<file path="src/hw/rtl/cau_pkg.sv">
package cau_pkg;

   localparam int DATA_WIDTH = 32;
   localparam int FRAC_BITS_DEF = 16;
   localparam int QUEUE_DEPTH_DEF = 4;

   typedef enum logic [1:0] {
      ACT_ADD = 2'd0,
      ACT_SUB = 2'd1,
      ACT_MUL = 2'd2,
      ACT_DIV = 2'd3
   } action_type;

   localparam logic [1:0] ST_OK = 2'd0;
   localparam logic [1:0] ST_DIV_ZERO = 2'd1;
   localparam logic [1:0] ST_SAT = 2'd2;

   typedef struct packed {
      action_type action;
      logic signed [DATA_WIDTH-1:0] a_real;
      logic signed [DATA_WIDTH-1:0] a_imag;
      logic signed [DATA_WIDTH-1:0] b_real;
      logic signed [DATA_WIDTH-1:0] b_imag;
   } req_type;

   typedef struct packed {
      logic signed [DATA_WIDTH-1:0] res_real;
      logic signed [DATA_WIDTH-1:0] res_imag;
      logic [1:0] status;
   } rsp_type;

   // queued transaction with its class
   typedef struct packed {
      req_type req;
      logic div_zero;
   } qent_type;

endpackage

</file>
<file path="src/hw/rtl/cau_front.sv">
module cau_front #(
   parameter int DEPTH = 4
) (
   input logic clock,
   input logic reset,
   input logic start,
   output logic busy,
   input cau_pkg::req_type req_item,
   output logic q_valid,
   output cau_pkg::qent_type q_head,
   input logic q_pop
);
   import cau_pkg::*;

   localparam int PW = (DEPTH > 1) ? $clog2(DEPTH) : 1;
   localparam int CW = $clog2(DEPTH + 1);

   qent_type mem_ff [DEPTH];
   logic [PW-1:0] wr_ptr_ff, wr_ptr_in, rd_ptr_ff, rd_ptr_in;
   logic [CW-1:0] count_ff, count_in;
   logic push;
   qent_type ent;

   assign busy = (count_ff == CW'(DEPTH));
   assign push = start && !busy;
   assign q_valid = (count_ff != '0);
   assign q_head = mem_ff[rd_ptr_ff];

   always_comb begin
      ent.req = req_item;
      ent.div_zero = (req_item.action == ACT_DIV) && (req_item.b_real == '0)
                     && (req_item.b_imag == '0);
   end

   always_comb begin
      wr_ptr_in = wr_ptr_ff;
      rd_ptr_in = rd_ptr_ff;
      count_in = count_ff;
      if (push) begin
         wr_ptr_in = (wr_ptr_ff == PW'(DEPTH - 1)) ? '0 : wr_ptr_ff + 1'b1;
      end
      if (q_pop) begin
         rd_ptr_in = (rd_ptr_ff == PW'(DEPTH - 1)) ? '0 : rd_ptr_ff + 1'b1;
      end
      if (push && !q_pop) begin
         count_in = count_ff + 1'b1;
      end else if (!push && q_pop) begin
         count_in = count_ff - 1'b1;
      end
   end

   always_ff @(posedge clock) begin
      if (reset) begin
         wr_ptr_ff <= '0;
         rd_ptr_ff <= '0;
         count_ff <= '0;
      end else begin
         wr_ptr_ff <= wr_ptr_in;
         rd_ptr_ff <= rd_ptr_in;
         count_ff <= count_in;
      end
   end

   always_ff @(posedge clock) begin
      if (push) begin
         mem_ff[wr_ptr_ff] <= ent;
      end
   end

endmodule

</file>
<file path="config.mk">
export PLATFORM = sky130hd
export DESIGN_NAME = cau_front
export DESIGN_NICKNAME = d
export VERILOG_FILES = /design/src/hw/rtl/cau_pkg.sv /design/src/hw/rtl/cau_front.sv
export SDC_FILE = /design/constraint.sdc
export NUM_CORES = 1
export LEC_CHECK = 0
export ABC_AREA = 1
export ABC_CLOCK_PERIOD_IN_PS = 8200
export CORE_MARGIN = 2
export CORE_UTILIZATION = 30
export CTS_BUF_LIST = sky130_fd_sc_hd__clkbuf_4
export DETAILED_ROUTE_END_ITERATION = 8
export DONT_BUFFER_PORTS = 1
export SLEW_MARGIN = 5
export SYNTH_ARGS = -nofsm -noshare
export SYNTH_HDL_FRONTEND = slang
export SYNTH_SLANG_ARGS = --single-unit
</file>
<file path="constraint.sdc">
create_clock -name clock -period 8.2 [get_ports clock]
set_clock_uncertainty 0.1 [all_clocks]
set_input_delay 0.82 -clock clock [delete_from_list [all_inputs] [get_ports clock]]
set_output_delay 0.82 -clock clock [all_outputs]
set_load 0.1 [all_outputs]
</file>
After elaboration in Yosys (flattened, before gate mapping)
Memories as Yosys holds them, arrays and structs flattened. A register that Yosys moved wholly into a read port is not among the register bits.
Cells that the tools add are included.
W data, S select, Z words.
{"block": "classes", "addsub": 4, "eq_ne": 4, "n_mux": 8, "reduce_logical": 12}
{"cell": "$logic_not A32 Y1", "n": 2}
{"cell": "$mux W2", "n": 4}
{"cell": "$eq A2 B2 Y1 const B", "n": 3}
{"cell": "$mux W3", "n": 2}
{"cell": "$logic_and A1 B1 Y1", "n": 5}
{"cell": "$add A2 B1 Y2 const B", "n": 2}
{"cell": "$add A3 B1 Y3 const B", "n": 1}
{"cell": "$eq A3 B3 Y1 const B", "n": 1}
{"cell": "$logic_not A1 Y1", "n": 3}
{"cell": "$reduce_bool A3 Y1", "n": 1}
{"cell": "$sub A3 B1 Y3 const B", "n": 1}
{"cell": "$mux W1", "n": 2}
{"cell": "$reduce_bool A2 Y1", "n": 1}
{"block": "word_totals", "ff_bits": 7, "mem_bits_rw": 524, "inputBits": 134, "output_inout_bits": 133, "elab_cells": 32, "n_memories": 1}
{"memory": "mem_ff", "depth": 4, "word_bits": 131, "rd": 1, "rd_ports_with_merged_regs": 1, "write_ports": 1, "line": "cau_front.sv:18", "rtl": "qent_type mem_ff [DEPTH];"}

Depth between registers and ports, before layout
Gate-level depths: netlist of the first run.
{"block": "depth", "depth_word": 7, "depth_mapped": 12, "ltp_nobuf": 12}

Worst setup path before layout of the first run
Ideal clock, no wire load.
{"block": "synth_timing", "path_kind": "input to register", "startpoint": "in start", "endpoint": "mem mem_ff[0][0] (netlist name) (enable)", "setup_time_ns": 0.623, "arrival_time_ns": 6.416, "required_time_ns": 7.477, "slack_ns": 1.060, "stages": 2, "path_buffers": 0, "cell_sequence": "nand2_1 > nor2_1"}
{"block": "synth_via", "elab_chain_len": 3}
{"item": "start, declared", "line": "cau_front.sv:6", "rtl": "input logic start,"}
{"item": "$logic_and A1 B1 Y1", "line": "cau_front.sv:25", "rtl": "assign push = start && !busy;"}
{"item": "$mux W1", "line": "cau_front.sv:65", "rtl": "if (push) begin"}
{"item": "$mux W1 (not written as such)", "line": "cau_front.sv:66", "rtl": "mem_ff[wr_ptr_ff] <= ent;"}
{"item": "end, declared", "line": "cau_front.sv:18"}
Every way passes these cells.

==> results.ini, run 1 <==
[outcome]
outcome = completed

[global_route]
antenna_found_initial = 2
grt_max_degree = 137
first_global_vias = 13200
grt_first_pass_wirelength_um = 77100
grt-ovfl-total = 0
grtUsageTotal = 0.148

[final_layout]
layout_commonest_cell = edfxtp_1
final_cell_mix = edfxtp_1, nor2_1, o21ai_0
final_net_count = 1746
ff_latch_area_um2 = 15900
layout-drive-gt1-share = 0.229
fillers = 6186
syn_to_final_growth_pct = 23.8
instances_no_fill = 2569
multiInputGateArea_um2 = 4410

[placed_design]
place.detailed.hpwl_um = 27000
io_buffers = 0
globalplace.congestion = 0.742
dp.cells = 2193
dpl_worst_slack_ns = 3.97

[clock_network]
clk_path_buf_depth = 3
post-cts-setup-buffers = 0
clock_latency_ns = 0.89
cts_sinks = 533
cts.reportedPaths.clkPinSlew_ns = 0.07
ctsRootBufferMaster = clkbuf_4
cts_tree = yes
cts_resized = 0
cts_buffers = 141
cts_max_level = 4

[sta]
maxSlewViolCount = 0
tightest_slew_ns = 1.25
slew_headroom = 0.170
rsz0062_at_grt = false
hold_violations = 0
holdWs_ns = 0.287
fmax_mhz = 196
period_needed_ns = 5.10
setup_violations = 0
min_period_over_period = 0.622
worst_slack_ns = 3.10
fin_tns_setup_ns = 0

[die]
io_pins = 267
die_y_um = 263
dieArea_um2 = 69000
rows = 94
dieWidth_um = 263
core_area_um2 = 66000
start_util = 0.304

[power]
pwr-share-clk = 0.325
peakVddDrop_mv = 0.227
total_power_w = 0.00703
swShare = 0.337
pwr-share-comb = 0.212
power.density_nw_per_um2 = 283
leakage_nw = 8.31
p_int_w = 0.00466
p_switching_w = 0.00237
pwr-share-seq = 0.463

[synthesis]
yosysSeqAreaShare = 0.793
synth_seq_cells = 533
syn_inst = 1384
synth_cell_types = 22
synth_area_per_cell_um2 = 14.5
synth_area_leader_cell = edfxtp_1
ys_top_cells_by_area = edfxtp_1, nor2_1, o21ai_0
netlist.area_leader.share = 0.784
yosys_warnings = 0
syn-cell-area_um2 = 20100
synth_nets = 1525

[flow_run]
max_cap_violations = 0

[route]
drtIter0Drc = 908
route.detailed.drc = 0
avgViaCountPerCell = 4.92
wl_per_cell_um = 20.0
dr.pass1.iters = 5
final_antenna_net_count = 0
vias = 12600
wl_um = 51400

[hold_path]
min_to = mem_ff[3][0]
whs_path_depth = 3
hold_path.startpoint = req_item[35]
hp-class = in2reg

[worst_setup_path]
cpMaxStageDelayCell = o22ai_2
path_cells = inv_8, buf_4, o21ai_0, o22ai_2
crit_buf_inv = 2
r2r-end = mem_ff[1][79]
r2r_cells = 5
cp-end-kind = output pin
r2r_setup_slack_ns = 4.97
crit_fanout = 136
cp-start-kind = flop
cp_data_required_time_ns = 7.28
cp.arrival_ns = 4.18
worstSetupPathType = reg2out
worstReg2RegStart = count_ff[0]
slowest_delay_ns = 0.93
cpLargestDelayFamily = buffers and inverters

[how the worst max path moves through the flow]
stage	from	endpoint	slack, ns	depth (start not counted)
global placement	flop	q_head[49]	4.08	4
global route	flop	q_head[24]	2.72	4
finish	flop	q_head[24]	3.10	4
CTS	flop	q_head[5]	2.90	3
detailed placement	flop	q_head[32]	3.97	4
floorplan	start	mem_ff[0][0]	1.06	2
[per-layer routing]
| layer | share of wire | up-vias | global-route usage |
|---|---|---|---|
| met5 | 0.00025 | - | 0 |
| met3 | 0.084 | 98 | 0.0578 |
| met4 | 0.026 | 2 | 0.0673 |
| met1 | 0.41 | 6402 | 0.174 |
| met2 | 0.48 | 418 | 0.239 |
| li1 | - | 5728 | - |
[what timing repair did]
action,CTS,global route
setup endpoints to repair,0,0
hold endpoints to repair,529,0
hold buffers,133,0
[through the flow]
stage	instance area, um^2	util
floorplan	20100	-
detailed placement	21700	0.329
global route	24900	0.377
CTS	24900	0.377
finish	24900	0.377
global placement	21700	0.329
[state kept, by name (all words and copies together), names as in the netlist, named ones only]
name,count
count_ff,3
mem_ff,524
rd_ptr_ff,2
wr_ptr_ff,2
[cell usage after synthesis, drive strengths merged]
master / count
clkbuf: 33
dfxtp: 9
nand4: 2
o21ai: 268
nand3: 2
a21oi: 6
nor2: 312
o22ai: 131
edfxtp: 524
fa: 1
nor3: 2
nand2: 20
buf: 52
ha: 6
inv: 16
[cells by family after synthesis]
group | count (synthesis) | share of synthesized area
buf+inv | 101 | 0.0297
fa+ha+maj | 7 | 0.00474
simple gates | 338 | 0.0637
compound gates | 405 | 0.109
flops | 533 | 0.793
[area by class of cell]
type                       instances  share of cell area
sequential                       533               0.641
multi-input combinational        750               0.178
timing repair buffer             163              0.0636
clock buffer                     206              0.0622
tap                              864              0.0435
clock inverter                    35             0.00941
inverter                          16             0.00282
antenna                            2            0.000201
[worst reg2reg max path, delay by kind of cell (launching register included)]
kind                   cells  cell delay (ns)
and+or+nand+nor            3             1.29
DFF                        1             0.37
buffers and inverters      2             1.01
[power groups by stage]
stage | logic [W] | registers (W) | clock network, W
2_1_floorplan | 0.00116 | 0.00333 | 0
3_3_place_gp | 0.00141 | 0.00330 | 0
3_5_place_dp | 0.00142 | 0.00331 | 0
4_1_cts | 0.00150 | 0.00325 | 0.00237
5_1_grt | 0.00155 | 0.00327 | 0.00251
6_report | 0.00149 | 0.00325 | 0.00229
Power figures use the tool's default switching activity.
==> run 2: changes to the inputs <==
ABC_AREA = 0   (was 1)
ABC_CLOCK_PERIOD_IN_PS = 5250   (was 8200)
clock period = 5.25 ns   (was 8.2 ns; I/O delays follow)
==> run 2 against run 1 <==
Net effect: wire length is 17% lower; area after synthesis is 2.8% lower; first-iteration DRC count is 44% lower; largest power group unchanged.
==> results.ini, run 2 <==
[outcome]
outcome = completed

[die]
dieWidth_um = 259  ; -1.4%
dieArea_um2 = 67100  ; -2.8%
core_area_um2 = 64300  ; -2.5%
io_pins = 267  ; unchanged
rows = 93  ; -1.1%
start_util = 0.303  ; -0.00111
die_y_um = 259  ; -1.4%

[route]
route.detailed.drc = 0  ; unchanged
avgViaCountPerCell = 4.53  ; -8.0%
wl_per_cell_um = 21.5  ; +7.4%
drtIter0Drc = 506  ; -44%
dr.pass1.iters = 6  ; +1
wl_um = 42400  ; -17%
final_antenna_net_count = 0  ; unchanged
vias = 8946  ; -29%

[synthesis]
synth_seq_cells = 533  ; unchanged
synth_area_per_cell_um2 = 25.9  ; +78%
yosysSeqAreaShare = 0.816  ; +0.0231
synth_nets = 895  ; -41%
synth_area_leader_cell = edfxtp_1
ys_top_cells_by_area = edfxtp_1, mux4_2, dfxtp_1
synth-async-reset-ratio = 0  ; unchanged
yosys_warnings = 0  ; unchanged
synth_edf_count = 524  ; unchanged
netlist.area_leader.share = 0.807  ; +0.0228
ys_top_cells_by_count = edfxtp_1, mux4_2, buf_2
syn_inst = 754  ; -46%
synth.most_common_cell = edfxtp_1
syn-cell-area_um2 = 19500  ; -2.8%
synth_cell_types = 29  ; +32%
synth_flop_cell = edfxtp_1

[clock_network]
clk_path_buf_depth = 3  ; unchanged
cts_max_level = 4  ; unchanged
cts_resized = 0  ; unchanged
clock_latency_ns = 0.91  ; +0.02 ns
ctsRootBufferMaster = clkbuf_4
cts.reportedPaths.clkPinSlew_ns = 0.07  ; about the same
cts_tree = yes
cts_sinks = 533  ; unchanged
cts_buffers = 143  ; +1.4%

[power]
leakage_nw = 7.47  ; -10%
power.density_nw_per_um2 = 472  ; +67%
peakVddDrop_mv = 0.336  ; +48%
total_power_w = 0.0112  ; +59%

[global_route]
grtUsageTotal = 0.129  ; -0.0190
first_global_vias = 9907  ; -25%
grt_max_degree = 73  ; -47%
grt-ovfl-total = 0  ; unchanged
grt_first_pass_wirelength_um = 62100  ; -19%
antenna_found_initial = 13  ; +11

[sta]
worst_slack_ns = 1.41  ; -1.69 ns
min_period_over_period = 0.732
period_needed_ns = 3.84
maxSlewViolCount = 0  ; unchanged
rsz0062_at_grt = false
fmax_mhz = 260
hold_violations = 0  ; unchanged
fin_tns_setup_ns = 0  ; unchanged
holdWs_ns = 0.166  ; -0.122 ns
tightest_slew_ns = 1.09  ; -0.158 ns
slew_headroom = 0.273  ; +0.103
setup_violations = 0  ; unchanged

[final_layout]
syn_to_final_growth_pct = 21.5
regMostFlops = mem_ff
layout-drive-gt1-share = 0.344  ; +0.115
final_cell_area_um2 = 23700  ; -4.6%
largest_reg_flops = 524  ; unchanged
final_cell_mix = edfxtp_1, clkbuf_4, dlygate4sd3_1
reg_top3 = mem_ff x524, count_ff x3
final_net_count = 1159  ; -34%
layout_commonest_cell = edfxtp_1

[worst_setup_path]
r2r_cells = 10  ; +5
path_cells = buf_4, mux4_2
crit_buf_inv = 1  ; -1
cp_data_required_time_ns = 4.62  ; -2.66 ns
cp-start-kind = flop
worstSetupPathType = reg2out
worstReg2RegStart = count_ff[1]
cpMaxStageDelayCell = dfxtp_4
r2r-end = count_ff[2]
cp-end-kind = output pin
cpLargestDelayFamily = flip-flops
crit_fanout = 44  ; -68%
cp.arrival_ns = 3.22  ; -0.96 ns
r2r_setup_slack_ns = 1.90  ; -3.07 ns
slowest_delay_ns = 0.97  ; +0.04 ns
worstSetupPathDepth = 2  ; -2

[placed_design]
io_buffers = 0  ; unchanged
place_area_um2 = 20600  ; -5.4%
dpl_worst_slack_ns = 2.23  ; -1.74 ns
place.detailed.hpwl_um = 24800  ; -8.1%
globalplace.congestion = 0.713  ; -3.9%

[flow_run]
max_cap_violations = 0  ; unchanged

[hold_path]
hp-class = in2reg
hold_path.startpoint = req_item[129]
whs_path_depth = 3  ; unchanged
min_to = mem_ff[1][0]

-- run 2: changes by cell type after synthesis, moves of 12 or more --
cell	change
buf_2	-15
o21ai_0	-217
clkbuf_1	-24
o21ai_1	-50
o22ai_1	-131
nand2_1	-20
mux4_2	+131
buf_6	-12
nor2_1	-304
-- run 2: worst max-delay path by stage --
stage / slack (ns) / from / endpoint
after floorplan: 0.54 / count_ff[0] / mem_ff[1][0]
after global placement: 2.20 / count_ff[1] / mem_ff[0][27]
after detailed placement: 2.23 / flop / q_head[58]
after CTS: 1.10 / flop / q_head[110]
after global routing: 1.04 / flop / q_head[107]
final: 1.41 / flop / q_head[108]
-- run 2: cell type report --
type / instances / area [um^2]
clock buffers: 207 / 1550
inverters: 4 / 15.0
well taps: 855 / 1070
clock inverters: 30 / 209
fillers: 5869 / 40600
repair buffers: 150 / 1510
flip-flops and latches: 533 / 15900
diodes: 11 / 27.5
multi-input cells: 186 / 3400
-- run 2: worst register-to-register path, cell delays in order (launching register included) --
cell,delay [ns]
dfxtp_1,0.36
nor3b_4,0.91
nor2b_1,0.13
buf_4,0.22
ha_1,0.21
inv_1,0.08
fa_1,0.19
xor2_1,0.09
or3_1,0.30
a21oi_1,0.14
dlygate4sd3_1,0.56
-- run 2: metal layers --
metal  track usage  share of wire
met2         0.206           0.50
met3        0.0619          0.093
met1         0.145           0.38
met5             0         0.0012
met4        0.0613          0.021
-- run 2: cells by family after synthesis --
family                   after synthesis  share of synthesized area
multiplexers                         135                      0.153
AND/OR/NAND/NOR                       39                     0.0131
adder cells (fa/ha/maj)                7                    0.00487
AO/OA/AOI/OAI                          3                   0.000769
buffers and inverters                 35                     0.0112
XOR/XNOR                               2                   0.000898
flip-flops                           533                      0.816
-- run 2: where the power goes --
group          leakage, nW  total [W]  switching [W]  internal (W)
clock network         1.06    0.00355        0.00161       0.00194
logic                 1.54    0.00246        0.00205      0.000408
registers             4.87    0.00519       0.000102       0.00509
-- run 2: per-stage QoR --
stage          utilization  instances
2_1_floorplan            -        754
3_3_place_gp         0.320       1594
3_5_place_dp         0.320       1594
4_1_cts              0.368       1965
5_1_grt              0.368       1976
6_report             0.368       1976
-- run 2: timing repair --
item | 4_1_cts | 5_1_grt
endpoints found under the hold margin | 533 | 0
hold buffers | 134 | 0
setup buffers | 0 | 0
==> run 3: changes to the inputs <==
ABC_CLOCK_PERIOD_IN_PS = 3900   (was 5250)
clock period = 3.9 ns   (was 5.25 ns; I/O delays follow)
==> run 3 against run 2 <==
Net effect: die area did not move; wire length rose by 5.5%; register-to-register slack got worse by 1.4 ns; flip-flop and latch count did not move; power rose by 39%; first-iteration DRC count rose by 18%; clock power rose by 46%; combinational power rose by 41%; largest power group unchanged; utilization rose by 1.9 points; worst setup slack got worse by 0.88 ns.
==> results.ini, run 3 (synthesis results as in run 2) <==
[worst_setup_path]
cp.arrival_ns = 4.12  ; +0.90 ns
worstSetupPathType = reg2reg
cp_data_required_time_ns = 4.65  ; +0.03 ns
cp-end-kind = flop
crit_fanout = 7  ; -84%
cp-start-kind = flop

[outcome]
outcome = completed

[clock_network]
cts_buffers = 144  ; +0.70%
post-cts-setup-buffers = 0  ; unchanged
clk_path_buf_depth = 3  ; unchanged
cts_tree = yes
cts_sinks = 533  ; unchanged
cts_max_level = 4  ; unchanged
cts.reportedPaths.clkPinSlew_ns = 0.06  ; about the same
clock_latency_ns = 0.91  ; about the same
ctsRootBufferMaster = clkbuf_4

[sta]
min_period_over_period = 0.864
tightest_slew_ns = 0.915  ; -0.175 ns
rsz0062_at_grt = false
fin_tns_setup_ns = 0  ; unchanged
maxSlewViolCount = 0  ; unchanged
fmax_mhz = 297
hold_violations = 0  ; unchanged
setup_violations = 0  ; unchanged
slew_headroom = 0.391  ; +0.118
period_needed_ns = 3.37
holdWs_ns = 0.161  ; -0.00457 ns

[global_route]
grt_use_met2 = 0.213  ; +0.00720
grt-ovfl-total = 0  ; unchanged
grt_first_pass_wirelength_um = 66100  ; +6.4%
busiest_layer = met2
grt_max_degree = 97  ; +33%
antenna_found_initial = 11  ; -2
grtUsageTotal = 0.136  ; +0.00698
grtUsageMet3 = 0.0636  ; +0.00166
first_global_vias = 10600  ; +7.0%
met1_usage = 0.161  ; +0.0157

[die]
dieWidth_um = 259  ; unchanged
dieArea_um2 = 67100  ; unchanged
core_area_um2 = 64300  ; unchanged
rows = 93  ; unchanged
io_pins = 267  ; unchanged
start_util = 0.303  ; unchanged
die_y_um = 259  ; unchanged

[final_layout]
final_util = 0.388  ; +0.0193
largest_reg_flops = 524  ; unchanged
layout_commonest_cell = edfxtp_1
syn_to_final_growth_pct = 27.9
instances_no_fill = 2083  ; +5.4%
final_net_count = 1259  ; +8.6%
regMostFlops = mem_ff
layout-drive-gt1-share = 0.316  ; -0.0282
final_cell_mix = edfxtp_1, dlygate4sd3_1, clkbuf_4
reg_top3 = mem_ff x524, count_ff x3

[route]
avgViaCountPerCell = 4.60  ; +1.5%
dr.pass1.iters = 4  ; -2
drtIter0Drc = 595  ; +18%
vias = 9574  ; +7.0%
wl_per_cell_um = 21.5  ; +0.12%
route.detailed.drc = 0  ; unchanged
wl_um = 44800  ; +5.5%
final_antenna_net_count = 0  ; unchanged

[placed_design]
dp.cells = 1595  ; +0.063%
globalplace.congestion = 0.703  ; -1.4%
place.detailed.hpwl_um = 25400  ; +2.2%
io_buffers = 0  ; unchanged

[power]
peakVddDrop_mv = 0.487  ; +45%
leakage_nw = 7.97  ; +6.8%
power.density_nw_per_um2 = 626  ; +32%

[flow_run]
max_cap_violations = 0  ; unchanged

[hold_path]
hp-class = in2reg

-- run 3: cell count changes in the layout (fill, tap and decap cells not counted), sizes merged, moves of 2 or more --
cell and delta:
clkinv +14, dlygate4sd3 +98, inv -2, clkbuf -2, diode -8, clkinvlp +2
bufinv +4
-- run 3: report_power, final --
part	leakage, nW	internal [W]	total [W]	switching, W
sequential	4.87	0.00684	0.00697	0.000126
combinational	1.98	0.000644	0.00347	0.00282
clock	1.12	0.00289	0.00518	0.00228
total	7.97	0.0104	0.0156	0.00523
-- run 3: timing repair --
item,in CTS,in global routing
hold buffers,232,0
hold endpoints to repair,538,0
resized for setup,0,0
endpoints found under the setup margin,0,0
-- run 3: worst paths after layout --
| path | start | end | slack, ns | cells after the start |
|---|---|---|---|---|
| worst min-delay path | req_item[9] | mem_ff[2][10] | 0.16 | 1 |
| worst min register to register | rd_ptr_ff[0] | rd_ptr_ff[0] | 0.46 | 2 |
| worst max-delay path | count_ff[0] | count_ff[2] | 0.53 | 10 |
| worst max register to register | count_ff[0] | count_ff[2] | 0.53 | 10 |
-- run 3: layer usage --
metal,vias up,routed length (um)
li1,4118,-
met1,5011,17800
met2,339,21700
met3,90,4150
met4,16,967
met5,-,116
-- run 3: critical path, stage by stage, from the launching register on --
cell           delay [ns]
dfxtp_1              0.47
nor3b_4              0.07
buf_4                0.24
nor2b_1              0.49
ha_1                 0.31
inv_1                0.07
fa_1                 0.39
xor2_1               0.17
or3_1                0.30
a21oi_1              0.15
dlygate4sd3_1        0.56
-- run 3: final cells by class --
class                      instances  area, um^2
fill                            5778       39400
tap                              855        1070
inverter                           4        15.0
clock inverter                    48         399
antenna                            3        7.51
clock buffer                     205        1540
timing repair buffer             249        2600
sequential                       533       15900
multi-input combinational        186        3400
-- run 3: stage by stage --
step	cell area (um^2)	total power (W)	setup WS [ns]
5_1_grt	24900	0.0163	0.264
2_1_floorplan	19500	0.00989	0.470
3_3_place_gp	20700	0.0103	1.18
3_5_place_dp	20700	0.0103	1.09
4_1_cts	24900	0.0159	0.313
6_report	24900	0.0156	0.531
